$ cat config.mk
export PLATFORM = sky130hd
export DESIGN_NAME = gcr_disk_sector_encoder_flat
export DESIGN_NICKNAME = d
export VERILOG_FILES = /design/src/rtl/gcr_pkg.sv /design/src/rtl/gcr_in_if.sv /design/src/rtl/gcr_out_if.sv /design/src/rtl/gcr_front.sv /design/src/rtl/gcr_serial.sv /design/src/rtl/gcr_disk_sector_encoder.sv /design/src/flat_wrapper.sv
export SDC_FILE = /design/constraint.sdc
export NUM_CORES = 1
export LEC_CHECK = 0
export BUFFER_PORTS_ARGS = -buffer_cell sky130_fd_sc_hd__buf_2
export CORE_MARGIN = 2
export CORE_UTILIZATION = 30
export DETAILED_ROUTE_END_ITERATION = 16
export SYNTH_ARGS = -nofsm -noshare
export SYNTH_HDL_FRONTEND = slang
export SYNTH_SLANG_ARGS = --single-unit
$ cat constraint.sdc
create_clock -name clk -period 2.95 [get_ports clk]
set_input_delay 0.295 -clock clk [delete_from_list [all_inputs] [get_ports clk]]
set_output_delay 0.295 -clock clk [all_outputs]
set_load 0.01 [all_outputs]
$ cat src/rtl/gcr_pkg.sv
// Shared types, constants and GCR 4-to-5 coding functions for the sector encoder.
// No dependencies; used by gcr_front, gcr_serial, the top level and the bench.
`timescale 1ns / 1ps
`default_nettype none

package gcr_pkg;

  localparam int CFG_IDX_W = 1;
  localparam int CFG_DATA_W = 8;

  localparam logic [CFG_IDX_W-1:0] CFG_DISK_ID_FIRST  = 1'b0;
  localparam logic [CFG_IDX_W-1:0] CFG_DISK_ID_SECOND = 1'b1;

  localparam logic [7:0] DISK_ID_RESET = 8'd48;

  localparam logic [7:0] SYNC_BYTE   = 8'hFF;
  localparam logic [7:0] GAP_BYTE    = 8'h55;
  localparam logic [7:0] HEADER_MARK = 8'h08;
  localparam logic [7:0] DATA_MARK   = 8'h07;
  localparam logic [7:0] HEADER_PAD  = 8'h0F;

  localparam logic [7:0] LAST_INDEX = 8'd255;

  // job kinds
  localparam logic [1:0] KIND_NONE  = 2'd0;
  localparam logic [1:0] KIND_FIRST = 2'd1;
  localparam logic [1:0] KIND_GROUP = 2'd2;
  localparam logic [1:0] KIND_LAST  = 2'd3;

  // output byte positions within a job
  localparam logic [4:0] POS_GRP0     = 5'd5;
  localparam logic [4:0] POS_GRP1     = 5'd10;
  localparam logic [4:0] POS_HDR_GAP  = 5'd15;
  localparam logic [4:0] POS_SYNC2    = 5'd24;
  localparam logic [4:0] LEN_FIRST    = 5'd29;
  localparam logic [4:0] LEN_GROUP    = 5'd5;
  localparam logic [4:0] LEN_LAST     = 5'd13;

  typedef struct packed {
    logic [1:0]  kind;
    logic [39:0] grp0;
    logic [39:0] grp1;
  } job_t;

  function automatic logic [4:0] nib_code(input logic [3:0] n);
    logic [4:0] c;
    unique case (n)
      4'h0: c = 5'h0A;
      4'h1: c = 5'h0B;
      4'h2: c = 5'h12;
      4'h3: c = 5'h13;
      4'h4: c = 5'h0E;
      4'h5: c = 5'h0F;
      4'h6: c = 5'h16;
      4'h7: c = 5'h17;
      4'h8: c = 5'h09;
      4'h9: c = 5'h19;
      4'hA: c = 5'h1A;
      4'hB: c = 5'h1B;
      4'hC: c = 5'h0D;
      4'hD: c = 5'h1D;
      4'hE: c = 5'h1E;
      4'hF: c = 5'h15;
      default: c = 5'h00;
    endcase
    return c;
  endfunction

  // four raw bytes -> 40 code bits, first byte in the MSBs
  function automatic logic [39:0] pack_group(input logic [7:0] a, input logic [7:0] b,
                                             input logic [7:0] c, input logic [7:0] d);
    return {nib_code(a[7:4]), nib_code(a[3:0]), nib_code(b[7:4]), nib_code(b[3:0]),
            nib_code(c[7:4]), nib_code(c[3:0]), nib_code(d[7:4]), nib_code(d[3:0])};
  endfunction

  function automatic logic [7:0] grp_byte(input logic [39:0] g, input logic [2:0] k);
    logic [7:0] b;
    unique case (k)
      3'd0: b = g[39:32];
      3'd1: b = g[31:24];
      3'd2: b = g[23:16];
      3'd3: b = g[15:8];
      3'd4: b = g[7:0];
      default: b = 8'h00;
    endcase
    return b;
  endfunction

endpackage

`default_nettype wire

$ cat src/rtl/gcr_in_if.sv
// Request channel carrying one sector data byte with its header fields.
// Depends on nothing.
`timescale 1ns / 1ps
`default_nettype none

interface gcr_in_if;
  logic       valid;
  logic       ready;
  logic [7:0] data_byte;
  logic [7:0] track_number;
  logic [7:0] sector_number;

  modport source (output valid, output data_byte, output track_number,
                  output sector_number, input ready);
  modport sink (input valid, input data_byte, input track_number,
                input sector_number, output ready);
endinterface

`default_nettype wire

$ cat src/rtl/gcr_out_if.sv
// Result channel carrying one byte of the encoded sector image.
// Depends on nothing.
`timescale 1ns / 1ps
`default_nettype none

interface gcr_out_if;
  logic       valid;
  logic       ready;
  logic [7:0] gcr_byte;
  logic       run_last;
  logic       sector_end;

  modport source (output valid, output gcr_byte, output run_last,
                  output sector_end, input ready);
  modport sink (input valid, input gcr_byte, input run_last,
                input sector_end, output ready);
endinterface

`default_nettype wire

$ cat src/rtl/gcr_front.sv
// Input stage: sector position, checksum, group assembly, GCR coding into a job register.
// Depends on gcr_pkg and gcr_in_if.
`timescale 1ns / 1ps
`default_nettype none

module gcr_front (
  input  wire logic                           clk,
  input  wire logic                           rst,
  input  wire logic                           cfg_we,
  input  wire logic [gcr_pkg::CFG_IDX_W-1:0]  cfg_index,
  input  wire logic [gcr_pkg::CFG_DATA_W-1:0] cfg_wdata,
  gcr_in_if.sink                              in_ch,
  output gcr_pkg::job_t                       job,
  output logic                                job_valid,
  input  wire logic                           job_take
);
  import gcr_pkg::*;

  logic [7:0]  disk_id_first;
  logic [7:0]  disk_id_second;
  logic [7:0]  byte_index;
  logic [7:0]  data_xor;
  logic [23:0] pending_group;

  logic        accept;
  logic [7:0]  xor_new;
  logic [7:0]  hsum;
  job_t        job_next;
  logic [7:0]  data_xor_next;
  logic [23:0] pending_group_next;

  assign in_ch.ready = !job_valid || job_take;
  assign accept      = in_ch.valid && in_ch.ready;

  always_comb begin
    xor_new = data_xor ^ in_ch.data_byte;
    hsum    = in_ch.sector_number ^ in_ch.track_number ^ disk_id_first ^ disk_id_second;
    job_next.kind = KIND_NONE;
    job_next.grp0 = pack_group(pending_group[23:16], pending_group[15:8],
                               pending_group[7:0], in_ch.data_byte);
    job_next.grp1 = pack_group(disk_id_second, disk_id_first, HEADER_PAD, HEADER_PAD);
    data_xor_next      = xor_new;
    pending_group_next = {pending_group[15:0], in_ch.data_byte};
    priority if (byte_index == 8'd0) begin
      job_next.kind      = KIND_FIRST;
      job_next.grp0      = pack_group(HEADER_MARK, hsum, in_ch.sector_number,
                                      in_ch.track_number);
      pending_group_next = {8'h00, DATA_MARK, in_ch.data_byte};
    end else if (byte_index == LAST_INDEX) begin
      job_next.kind      = KIND_LAST;
      job_next.grp0      = pack_group(in_ch.data_byte, xor_new, 8'h00, 8'h00);
      data_xor_next      = 8'h00;
      pending_group_next = 24'h0;
    end else if (byte_index[1:0] == 2'd2) begin
      job_next.kind      = KIND_GROUP;
      pending_group_next = 24'h0;
    end else begin
      job_next.kind = KIND_NONE;
    end
  end

  always_ff @(posedge clk) begin
    if (rst) begin
      disk_id_first  <= DISK_ID_RESET;
      disk_id_second <= DISK_ID_RESET;
      byte_index     <= 8'd0;
      data_xor       <= 8'd0;
      pending_group  <= 24'h0;
      job_valid      <= 1'b0;
    end else begin
      if (cfg_we) begin
        unique case (cfg_index)
          CFG_DISK_ID_FIRST:  disk_id_first  <= cfg_wdata;
          CFG_DISK_ID_SECOND: disk_id_second <= cfg_wdata;
          default: ;
        endcase
      end
      if (accept) begin
        byte_index    <= byte_index + 8'd1;
        data_xor      <= data_xor_next;
        pending_group <= pending_group_next;
        job_valid     <= (job_next.kind != KIND_NONE);
      end else if (job_take) begin
        job_valid <= 1'b0;
      end
    end
  end

  always_ff @(posedge clk) begin
    if (accept) begin
      job <= job_next;
    end
  end

endmodule

`default_nettype wire

$ cat src/rtl/gcr_serial.sv
// Output stage: walks one job byte by byte into the result register.
// Depends on gcr_pkg and gcr_out_if.
`timescale 1ns / 1ps
`default_nettype none

module gcr_serial (
  input  wire logic    clk,
  input  wire logic    rst,
  input  gcr_pkg::job_t job,
  input  wire logic    job_valid,
  output logic         job_take,
  gcr_out_if.source    out_ch
);
  import gcr_pkg::*;

  logic        busy;
  logic [1:0]  kind;
  logic [39:0] grp0;
  logic [39:0] grp1;
  logic [4:0]  pos;

  logic        step;
  logic        last_pos;
  logic        done;
  logic [4:0]  len;
  logic [4:0]  off0;
  logic [4:0]  off1;
  logic [7:0]  byte_next;

  always_comb begin
    unique case (kind)
      KIND_FIRST: len = LEN_FIRST;
      KIND_LAST:  len = LEN_LAST;
      default:    len = LEN_GROUP;
    endcase
  end

  assign step     = busy && (!out_ch.valid || out_ch.ready);
  assign last_pos = (pos == len - 5'd1);
  assign done     = step && last_pos;
  assign job_take = job_valid && (!busy || done);
  assign off0     = pos - POS_GRP0;
  assign off1     = pos - POS_GRP1;

  always_comb begin
    if (kind == KIND_FIRST) begin
      priority if (pos < POS_GRP0) begin
        byte_next = SYNC_BYTE;
      end else if (pos < POS_GRP1) begin
        byte_next = grp_byte(grp0, off0[2:0]);
      end else if (pos < POS_HDR_GAP) begin
        byte_next = grp_byte(grp1, off1[2:0]);
      end else if (pos < POS_SYNC2) begin
        byte_next = GAP_BYTE;
      end else begin
        byte_next = SYNC_BYTE;
      end
    end else begin
      if (pos < POS_GRP0) begin
        byte_next = grp_byte(grp0, pos[2:0]);
      end else begin
        byte_next = GAP_BYTE;
      end
    end
  end

  always_ff @(posedge clk) begin
    if (rst) begin
      busy         <= 1'b0;
      pos          <= 5'd0;
      out_ch.valid <= 1'b0;
    end else begin
      if (job_take) begin
        busy <= 1'b1;
        pos  <= 5'd0;
      end else if (done) begin
        busy <= 1'b0;
      end else if (step) begin
        pos <= pos + 5'd1;
      end
      if (step) begin
        out_ch.valid <= 1'b1;
      end else if (out_ch.ready) begin
        out_ch.valid <= 1'b0;
      end
    end
  end

  always_ff @(posedge clk) begin
    if (job_take) begin
      kind <= job.kind;
      grp0 <= job.grp0;
      grp1 <= job.grp1;
    end
    if (step) begin
      out_ch.gcr_byte   <= byte_next;
      out_ch.run_last   <= last_pos;
      out_ch.sector_end <= last_pos && (kind == KIND_LAST);
    end
  end

endmodule

`default_nettype wire

$ cat src/rtl/gcr_disk_sector_encoder.sv
// GCR disk sector encoder: 256 data bytes in, 362-byte GCR sector image out.
// Uses gcr_pkg, gcr_in_if, gcr_out_if, gcr_front and gcr_serial.
//
// in_ch takes one sector data byte per request; track_number and sector_number
// are read only on the first byte of a sector. out_ch delivers the image one
// byte per request: 29 bytes on the first data byte (sync, header groups, gap,
// sync), 5 on every group-closing byte, 13 on byte 255 (checksum group and tail
// gap), none on the others. run_last marks the last byte of each input's burst,
// sector_end the final tail byte.
// The first byte of a burst passes the job register, then the output register.
// Throughput: one output byte per cycle while out_ch is ready, set by the single
// serializer; inputs are taken one per cycle while the one-deep job register
// has room.
// Config writes (cfg_we, cfg_index, cfg_wdata) set the disk ID bytes and apply
// at the next sector header. Synchronous reset returns to the start of a
// sector with both IDs at 48 and no pending output. A stall on out_ch holds
// the output byte; the job register then fills and in_ch.ready drops.
`timescale 1ns / 1ps
`default_nettype none

module gcr_disk_sector_encoder (
  input  wire logic                           clk,
  input  wire logic                           rst,
  input  wire logic                           cfg_we,
  input  wire logic [gcr_pkg::CFG_IDX_W-1:0]  cfg_index,
  input  wire logic [gcr_pkg::CFG_DATA_W-1:0] cfg_wdata,
  gcr_in_if.sink                              in_ch,
  gcr_out_if.source                           out_ch
);
  import gcr_pkg::*;

  job_t job;
  logic job_valid;
  logic job_take;

  gcr_front u_front (
    .clk       (clk),
    .rst       (rst),
    .cfg_we    (cfg_we),
    .cfg_index (cfg_index),
    .cfg_wdata (cfg_wdata),
    .in_ch     (in_ch),
    .job       (job),
    .job_valid (job_valid),
    .job_take  (job_take)
  );

  gcr_serial u_serial (
    .clk       (clk),
    .rst       (rst),
    .job       (job),
    .job_valid (job_valid),
    .job_take  (job_take),
    .out_ch    (out_ch)
  );

endmodule

`default_nettype wire

$ cat src/flat_wrapper.sv
// flat-port wrapper written by rule: the top's interface ports become plain ports
module gcr_disk_sector_encoder_flat import gcr_pkg::*;
  (clk, rst, cfg_we, cfg_index, cfg_wdata, in_ch_valid, in_ch_data_byte, in_ch_track_number, in_ch_sector_number, in_ch_ready, out_ch_valid, out_ch_gcr_byte, out_ch_run_last, out_ch_sector_end, out_ch_ready);
  gcr_in_if in_ch_i ();
  gcr_out_if out_ch_i ();
  input  wire logic clk;
  input  wire logic rst;
  input  wire logic cfg_we;
  input  wire logic [gcr_pkg::CFG_IDX_W-1:0] cfg_index;
  input  wire logic [gcr_pkg::CFG_DATA_W-1:0] cfg_wdata;
  input wire logic [$bits(in_ch_i.valid)-1:0] in_ch_valid;
  input wire logic [$bits(in_ch_i.data_byte)-1:0] in_ch_data_byte;
  input wire logic [$bits(in_ch_i.track_number)-1:0] in_ch_track_number;
  input wire logic [$bits(in_ch_i.sector_number)-1:0] in_ch_sector_number;
  output wire logic [$bits(in_ch_i.ready)-1:0] in_ch_ready;
  output wire logic [$bits(out_ch_i.valid)-1:0] out_ch_valid;
  output wire logic [$bits(out_ch_i.gcr_byte)-1:0] out_ch_gcr_byte;
  output wire logic [$bits(out_ch_i.run_last)-1:0] out_ch_run_last;
  output wire logic [$bits(out_ch_i.sector_end)-1:0] out_ch_sector_end;
  input wire logic [$bits(out_ch_i.ready)-1:0] out_ch_ready;
  assign in_ch_i.valid = in_ch_valid;
  assign in_ch_i.data_byte = in_ch_data_byte;
  assign in_ch_i.track_number = in_ch_track_number;
  assign in_ch_i.sector_number = in_ch_sector_number;
  assign in_ch_ready = in_ch_i.ready;
  assign out_ch_valid = out_ch_i.valid;
  assign out_ch_gcr_byte = out_ch_i.gcr_byte;
  assign out_ch_run_last = out_ch_i.run_last;
  assign out_ch_sector_end = out_ch_i.sector_end;
  assign out_ch_i.ready = out_ch_ready;
  gcr_disk_sector_encoder u_core (.clk(clk), .rst(rst), .cfg_we(cfg_we), .cfg_index(cfg_index), .cfg_wdata(cfg_wdata), .in_ch(in_ch_i), .out_ch(out_ch_i));
endmodule
Word level (Yosys, flattened, before mapping):

Memories as Yosys holds them, arrays and structs flattened. A register that Yosys moved wholly into a read port is not among the register bits.
Index checks and enable logic that the tools add are counted.

* register bits after elaboration: 178
* latch bits: 0
* RAM bits: 0
* bits in read-only memories: 1760
* input port bits: 38
* word-level logic and storage cells: 133
* memories: 22

Memory list
* (no name shown): depth 16, width 5, rd ports 1, clocked after memory_dff 1, write ports 0, RTL line gcr_pkg.sv:47 `unique case (n)`
* (no name shown): depth 16, width 5, rd ports 1, clocked after memory_dff 1, write ports 0, RTL line gcr_pkg.sv:47
* (no name shown): depth 16, width 5, rd ports 1, clocked after memory_dff 1, write ports 0, RTL line gcr_pkg.sv:47
* (no name shown): depth 16, width 5, rd ports 1, clocked after memory_dff 1, write ports 0, RTL line gcr_pkg.sv:47
* (no name shown): depth 16, width 5, rd ports 1, clocked after memory_dff 1, write ports 0, RTL line gcr_pkg.sv:47
* (no name shown): depth 16, width 5, rd ports 1, clocked after memory_dff 1, write ports 0, RTL line gcr_pkg.sv:47
* +16 memories

* add/sub/neg operators: 5
* multiply operators: 0
* div/mod/pow operators: 0
* magnitude comparators: 4
* equal/unequal tests: 17
* shifts and indexed selects: 0
* mux-type cells: 37
* bitwise gates (word level): 6
* reduce and logical (&&, ||, !) cells: 24

Operators by type and width (number)
* $pmux 8 s5: 2
* $mux 24: 3
* $mux 8: 8
* $mux 4: 12
* $mux 42: 1
* $mux 40: 1
* $pmux 8 s4: 1
* $xor 8x8->8: 4
* $eq 3x2->1 const B: 6
* $lt 5x4->1 const B: 2
* $pmux 5 s2: 1
* $eq 3x1->1 const B: 3
* $eq 3x3->1 const B: 3
* $logic_not 3->1: 3
* $add 8x1->8 const B: 1
* $eq 8x8->1 const B: 1
* $logic_not 8->1: 1
* $reduce_bool 2->1: 4
* $mux 1: 6
* $reduce_and 2->1: 3
* $add 5x1->5 const B: 1
* $eq 5x5->1: 1
* $logic_and 1x1->1: 5
* $lt 5x3->1 const B: 1
* 11 further kinds: 19

Logic depth before layout (Yosys ltp):

* depth after elaboration: 11
* mapped depth: 11
* depth with buffers taken out: 10

Cells and area by module:

Synthesis repeated with hierarchy kept, for this count alone.

* cells, all modules: 962
* area, all modules: 10920.5 um^2

Modules (own cells, without submodules)
* gcr_front: times used 1, cells an instance 656, area an instance 6560.0 um^2, seq. area each 3603.5 um^2
* gcr_serial: times used 1, cells an instance 306, area an instance 4360.4 um^2, seq. area each 2902.8 um^2

Worst setup path after synthesis:

No wires, ideal clock.

* path kind: register to register
* from: register u_core.u_serial.pos[3]
* to: register u_core.u_serial.pos[2]
* library setup time: 128 ps
* arrival time: 3101 ps
* required time: 2822 ps
* slack: -278 ps
* cell stages (with the launch flop): 8
* buffers on the path: 1
* cells stage by stage: dfxtp_1 buf_4 or3_4 a31o_2 o21ai_0 and2_1 or2_1 a211oi_1

* cells in the longest elaborated chain, start to end: 5

Ends and longest elaborated chain
* start: declaration: RTL line gcr_serial.sv:20 `logic [4:0] pos;`
* start signal: assignment: RTL line gcr_serial.sv:79 `pos <= pos + 5'd1;`
* $eq 5x5->1: RTL line gcr_serial.sv:39 `assign last_pos = (pos == len - 5'd1);`
* $logic_and 1x1->1: RTL line gcr_serial.sv:40 `assign done = step && last_pos;`
* $logic_or 1x1->1: RTL line gcr_serial.sv:41 `assign job_take = job_valid && (!busy || done);`
* $logic_and 1x1->1: RTL line gcr_serial.sv:41
* via u_core.job_take: RTL line gcr_disk_sector_encoder.sv:34 `logic job_take;`
* $reduce_or 2->1 (no line)

The timed path passes the listed nets, and every way through them passes these cells.
A chain may end at the register's enable or synchronous reset.

Worst setup path after layout:

* from: register u_core.u_serial.pos[1]
* to: register u_core.u_front.data_xor[6]

* cells in the longest elaborated chain, start to end: 6

Ends and longest elaborated chain
* $eq 5x5->1: RTL line gcr_serial.sv:39
* $logic_and 1x1->1: RTL line gcr_serial.sv:40
* $logic_or 1x1->1: RTL line gcr_serial.sv:41
* $logic_and 1x1->1: RTL line gcr_serial.sv:41
* $logic_or 1x1->1: RTL line gcr_front.sv:32 `assign in_ch.ready = !job_valid || job_take;`
* $logic_and 1x1->1: RTL line gcr_front.sv:33 `assign accept = in_ch.valid && in_ch.ready;`
* end signal: assignment: RTL line gcr_front.sv:80 `data_xor <= data_xor_next;`
* end: declaration: RTL line gcr_front.sv:22 `logic [7:0] data_xor;`

Every way passes these cells.

==> metrics.md <==
| Metric | Value |
|---|---|
| Synth warnings | 0 |
| Synth top area cells | edfxtp_1 41%, dfxtp_1 19%, nand2_1 4.7% |
| Fraction of the yosys area taken by sequential cells | 59.6% |
| Startpoint type of the worst setup path | flop |
| MaxCap Viol Count | 0 |
| Clock net sink count | 228 |
| Count of endpoints failing setup in the final report | 0 |
| Final min period | 2.64 ns |
| Startpoint-to-endpoint class of the critical path | flop to flop |
| Post CTS Setup Buffer Count | 0 |
| Remaining max-slew budget at the tightest pin | 42.9% |
| Area growth syn-to-layout | 16.5% |
| Required time of the worst setup path | 3.39 ns |
| Share of the synthesized area in the top cell type | 40.6% |
| Diode count | 0 |
| Core region area | 32500 µm² |
| Final clock period utilization by the worst path | 89.4% |
| Reg-to-reg slack, setup | 0.31 ns |
| Startpoint of the most critical setup path | u_core.u_serial.pos[1] |
| Initial DRC Count | 613 |
| Count of flip-flops with a built-in enable after synthesis | 134 |
| Start of the worst register-to-register path | u_core.u_serial.pos[1] |
| Max H-tree Level | 1 |
| Post-detailed-placement half-perimeter wirelength | 17500 µm |
| Wire length of the first global-routing pass | 37900 µm |
| Effective utilization at floorplan | 30.4% |
| Total global routing track utilization | 14.2% |
| Post-Synthesis Net Count | 957 |
| Post-synthesis instance area | 9910 µm² |
| Number of hold-slack violations in the final timing report | 0 |
| Share of async-settable or async-resettable flops after synthesis | 0% |
| Final slew viol count | 0 |
| Leakage | 4.11 nW |
| Worst-path maximum fanout | 34 |
| Primary FF master, synth | edfxtp_1 |
| CTS clk-pin slew, worst paths | 0.06 ns |
| Kind of end point of the critical path | flop |
| P per Cell Area | 699 nW/µm² |
| CTS tree | built |
| Fraction of layout instances using a drive strength above 1 | 14.3% |
| Largest net degree at the start of global routing | 52 |
| Num CTS Buffers | 24 |
| Post-synthesis cell count | 903 |
| Max clock buf depth | 3 |
| IO Count | 50 |
| First-pass iteration count of the detailed router | 6 |
| Grt ovf | 0 |
| Buffer type at the clock tree root | clkbuf_16 |
| Run status | finished, final reports clean |
| Leading area contributor after synthesis | edfxtp_1 |
| Area of the die | 34500 µm² |
| Slew at the pin closest to its max-slew limit | 0.856 ns |
| Chip Height | 186 µm |
| Via count of the first global-routing pass | 6908 |
| Post-layout net count | 1000 |
| Most common library cell in the layout ignoring fill and taps | edfxtp_1 |
| Routed WL per cell | 17.2 µm |
| Largest clock skew in the final design | 0.0155 ns |
| Number of vias per cell after detailed routing | 4.90 |
| Instance area after placement | 10600 µm² |
| Path category of the worst min-delay check | input pin to flop |
| ANT nets after route | 0 |
| Routability cong. | 0.861 |
| Clock latency on the worst-skew pair | 0.53 ns |
| Aggregate negative setup slack | 0 ns |
| Flip-flop and latch count after synthesis | 228 |
| DRC violation count after routing | 0 |
| Sum of routed wire length over all layers | 24100 µm |
| Worst Reg-to-Reg Cells | 10 |
| RSZ-0062 raised after global routing | no |
| Maximum vdd drop | 321 µV |
| Maximum clock rate | 379 MHz |
| Antenna violations before repair | 0 |
| Final instance area | 11500 µm² |
| Yosys cell types | 61 |
| Highest-count cells in the layout ignoring fill and taps | 134 x edfxtp_1, 125 x nand2_1, 94 x dfxtp_1 |
| Via count of the routed design | 6891 |
| Count of standard-cell rows | 66 |
| Capture point of the worst path | u_core.u_front.data_xor[6] |
| Count of buffers inserted at the top-level ports | 49 |
| Endpoint arrival time on the critical path | 3.08 ns |
| Synthesized area per cell | 11.0 µm² |
| End of the worst register-to-register path | u_core.u_front.data_xor[6] |
| Die W | 186 µm |
-- metrics by stage --
step	hold slack (ns)	power, mW	instances	util (%)	setup WS, ns
floorplan	0.400	4.45	903	-	0.239
global placement	0.403	4.79	1361	32.7	0.244
detailed placement	0.405	4.80	1361	32.7	0.163
CTS	0.0124	8.13	1405	35.5	0.147
global route	0.0161	8.38	1405	35.5	0.0775
finish	0.0226	8.06	1405	35.5	0.313
-- critical path, stage by stage (launching register included) --
cell and delay [ns]:
dfxtp_1 0.39, inv_1 0.19, ha_1 0.20, nand2_1 0.08, o21ai_1 0.22, buf_4 0.25, nand3_4 0.10, buf_4 0.26
nor2_1 0.53, nand3b_1 0.14, a21oi_1 0.17
-- power breakdown --
group          internal [mW]  switching, mW  total [mW]
sequential              3.66          0.119        3.78
clock                   2.07           1.26        3.33
combinational          0.363          0.597       0.961
total                   6.09           1.97        8.06
-- Yosys cell counts (3+ instances only) --
library cell,number
inv_1,33
nor2b_1,8
nor4_1,5
buf_6,4
a21oi_1,77
xor2_1,17
nor2_1,55
o32a_1,4
a21o_1,16
a31oi_1,32
buf_2,8
o21ai_1,3
a22oi_1,8
and2_1,5
dfxtp_1,94
edfxtp_1,134
a221o_1,6
nand2_1,125
o21ai_0,48
clkbuf_1,28
a22o_1,8
a222oi_1,16
buf_4,3
nand3_1,21
or4_1,3
o22ai_1,4
mux2i_1,4
buf_1,11
nand4_1,4
nor3_1,7
a32oi_1,7
nand3b_1,9
mux2_2,13
a211o_1,6
ha_1,16
xnor2_1,27
o21bai_1,3
-- metal layers --
metal	up-vias	share of wire, %	GRT usage, %
li1	3398	-	-
met1	3220	44	18.6
met2	211	45	22.8
met3	62	6.3	2.33
met4	0	4.5	6.49
met5	-	0	0
-- layout make-up --
class                           count  area, µm²
Inverter                           34        130
Tap cell                          442        553
Fill cell                        3302      21000
Multi-Input combinational cell    587       3620
Timing Repair Buffer               71        438
Clock inverter                     11        178
Clock buffer                       32        717
Sequential cell                   228       5910
-- logic make-up (layout without fill, tap and decap cells) --
kind of cell,count (synthesis),after routing,share of synthesized area (%)
AO/OA/AOI/OAI,251,251,16.7
multiplexers,17,17,1.88
XOR/XNOR,44,44,3.89
AND/OR/NAND/NOR,259,259,12.1
buffers and inverters,88,148,3.85
flip-flops,228,228,59.6
adder cells (fa/ha/maj),16,16,2.02
-- how the worst min path moves through the flow --
stage                           startpoint  slack [ns]  cells past startpoint                                to
detailed placement  u_core.u_front.job[55]        0.40                      0          u_core.u_serial.grp0[15]
finish                        cfg_wdata[5]        0.02                      2   u_core.u_front.disk_id_first[5]
global route                  cfg_wdata[5]        0.02                      2   u_core.u_front.disk_id_first[5]
floorplan           u_core.u_front.job[40]        0.40                      0           u_core.u_serial.grp0[0]
global placement    u_core.u_front.job[31]        0.40                      0          u_core.u_serial.grp1[31]
CTS                           cfg_wdata[0]        0.01                      3  u_core.u_front.disk_id_second[0]
-- repair_timing --
| action | 4_1_cts | 5_1_grt |
|---|---|---|
| hold buffers | 1 | 0 |
| gates resized for setup | 0 | 1 |
| endpoints found under the setup margin | 0 | 3 |
| endpoints found under the hold margin | 1 | 0 |
No activity file was read; power rests on OpenSTA's default activity.
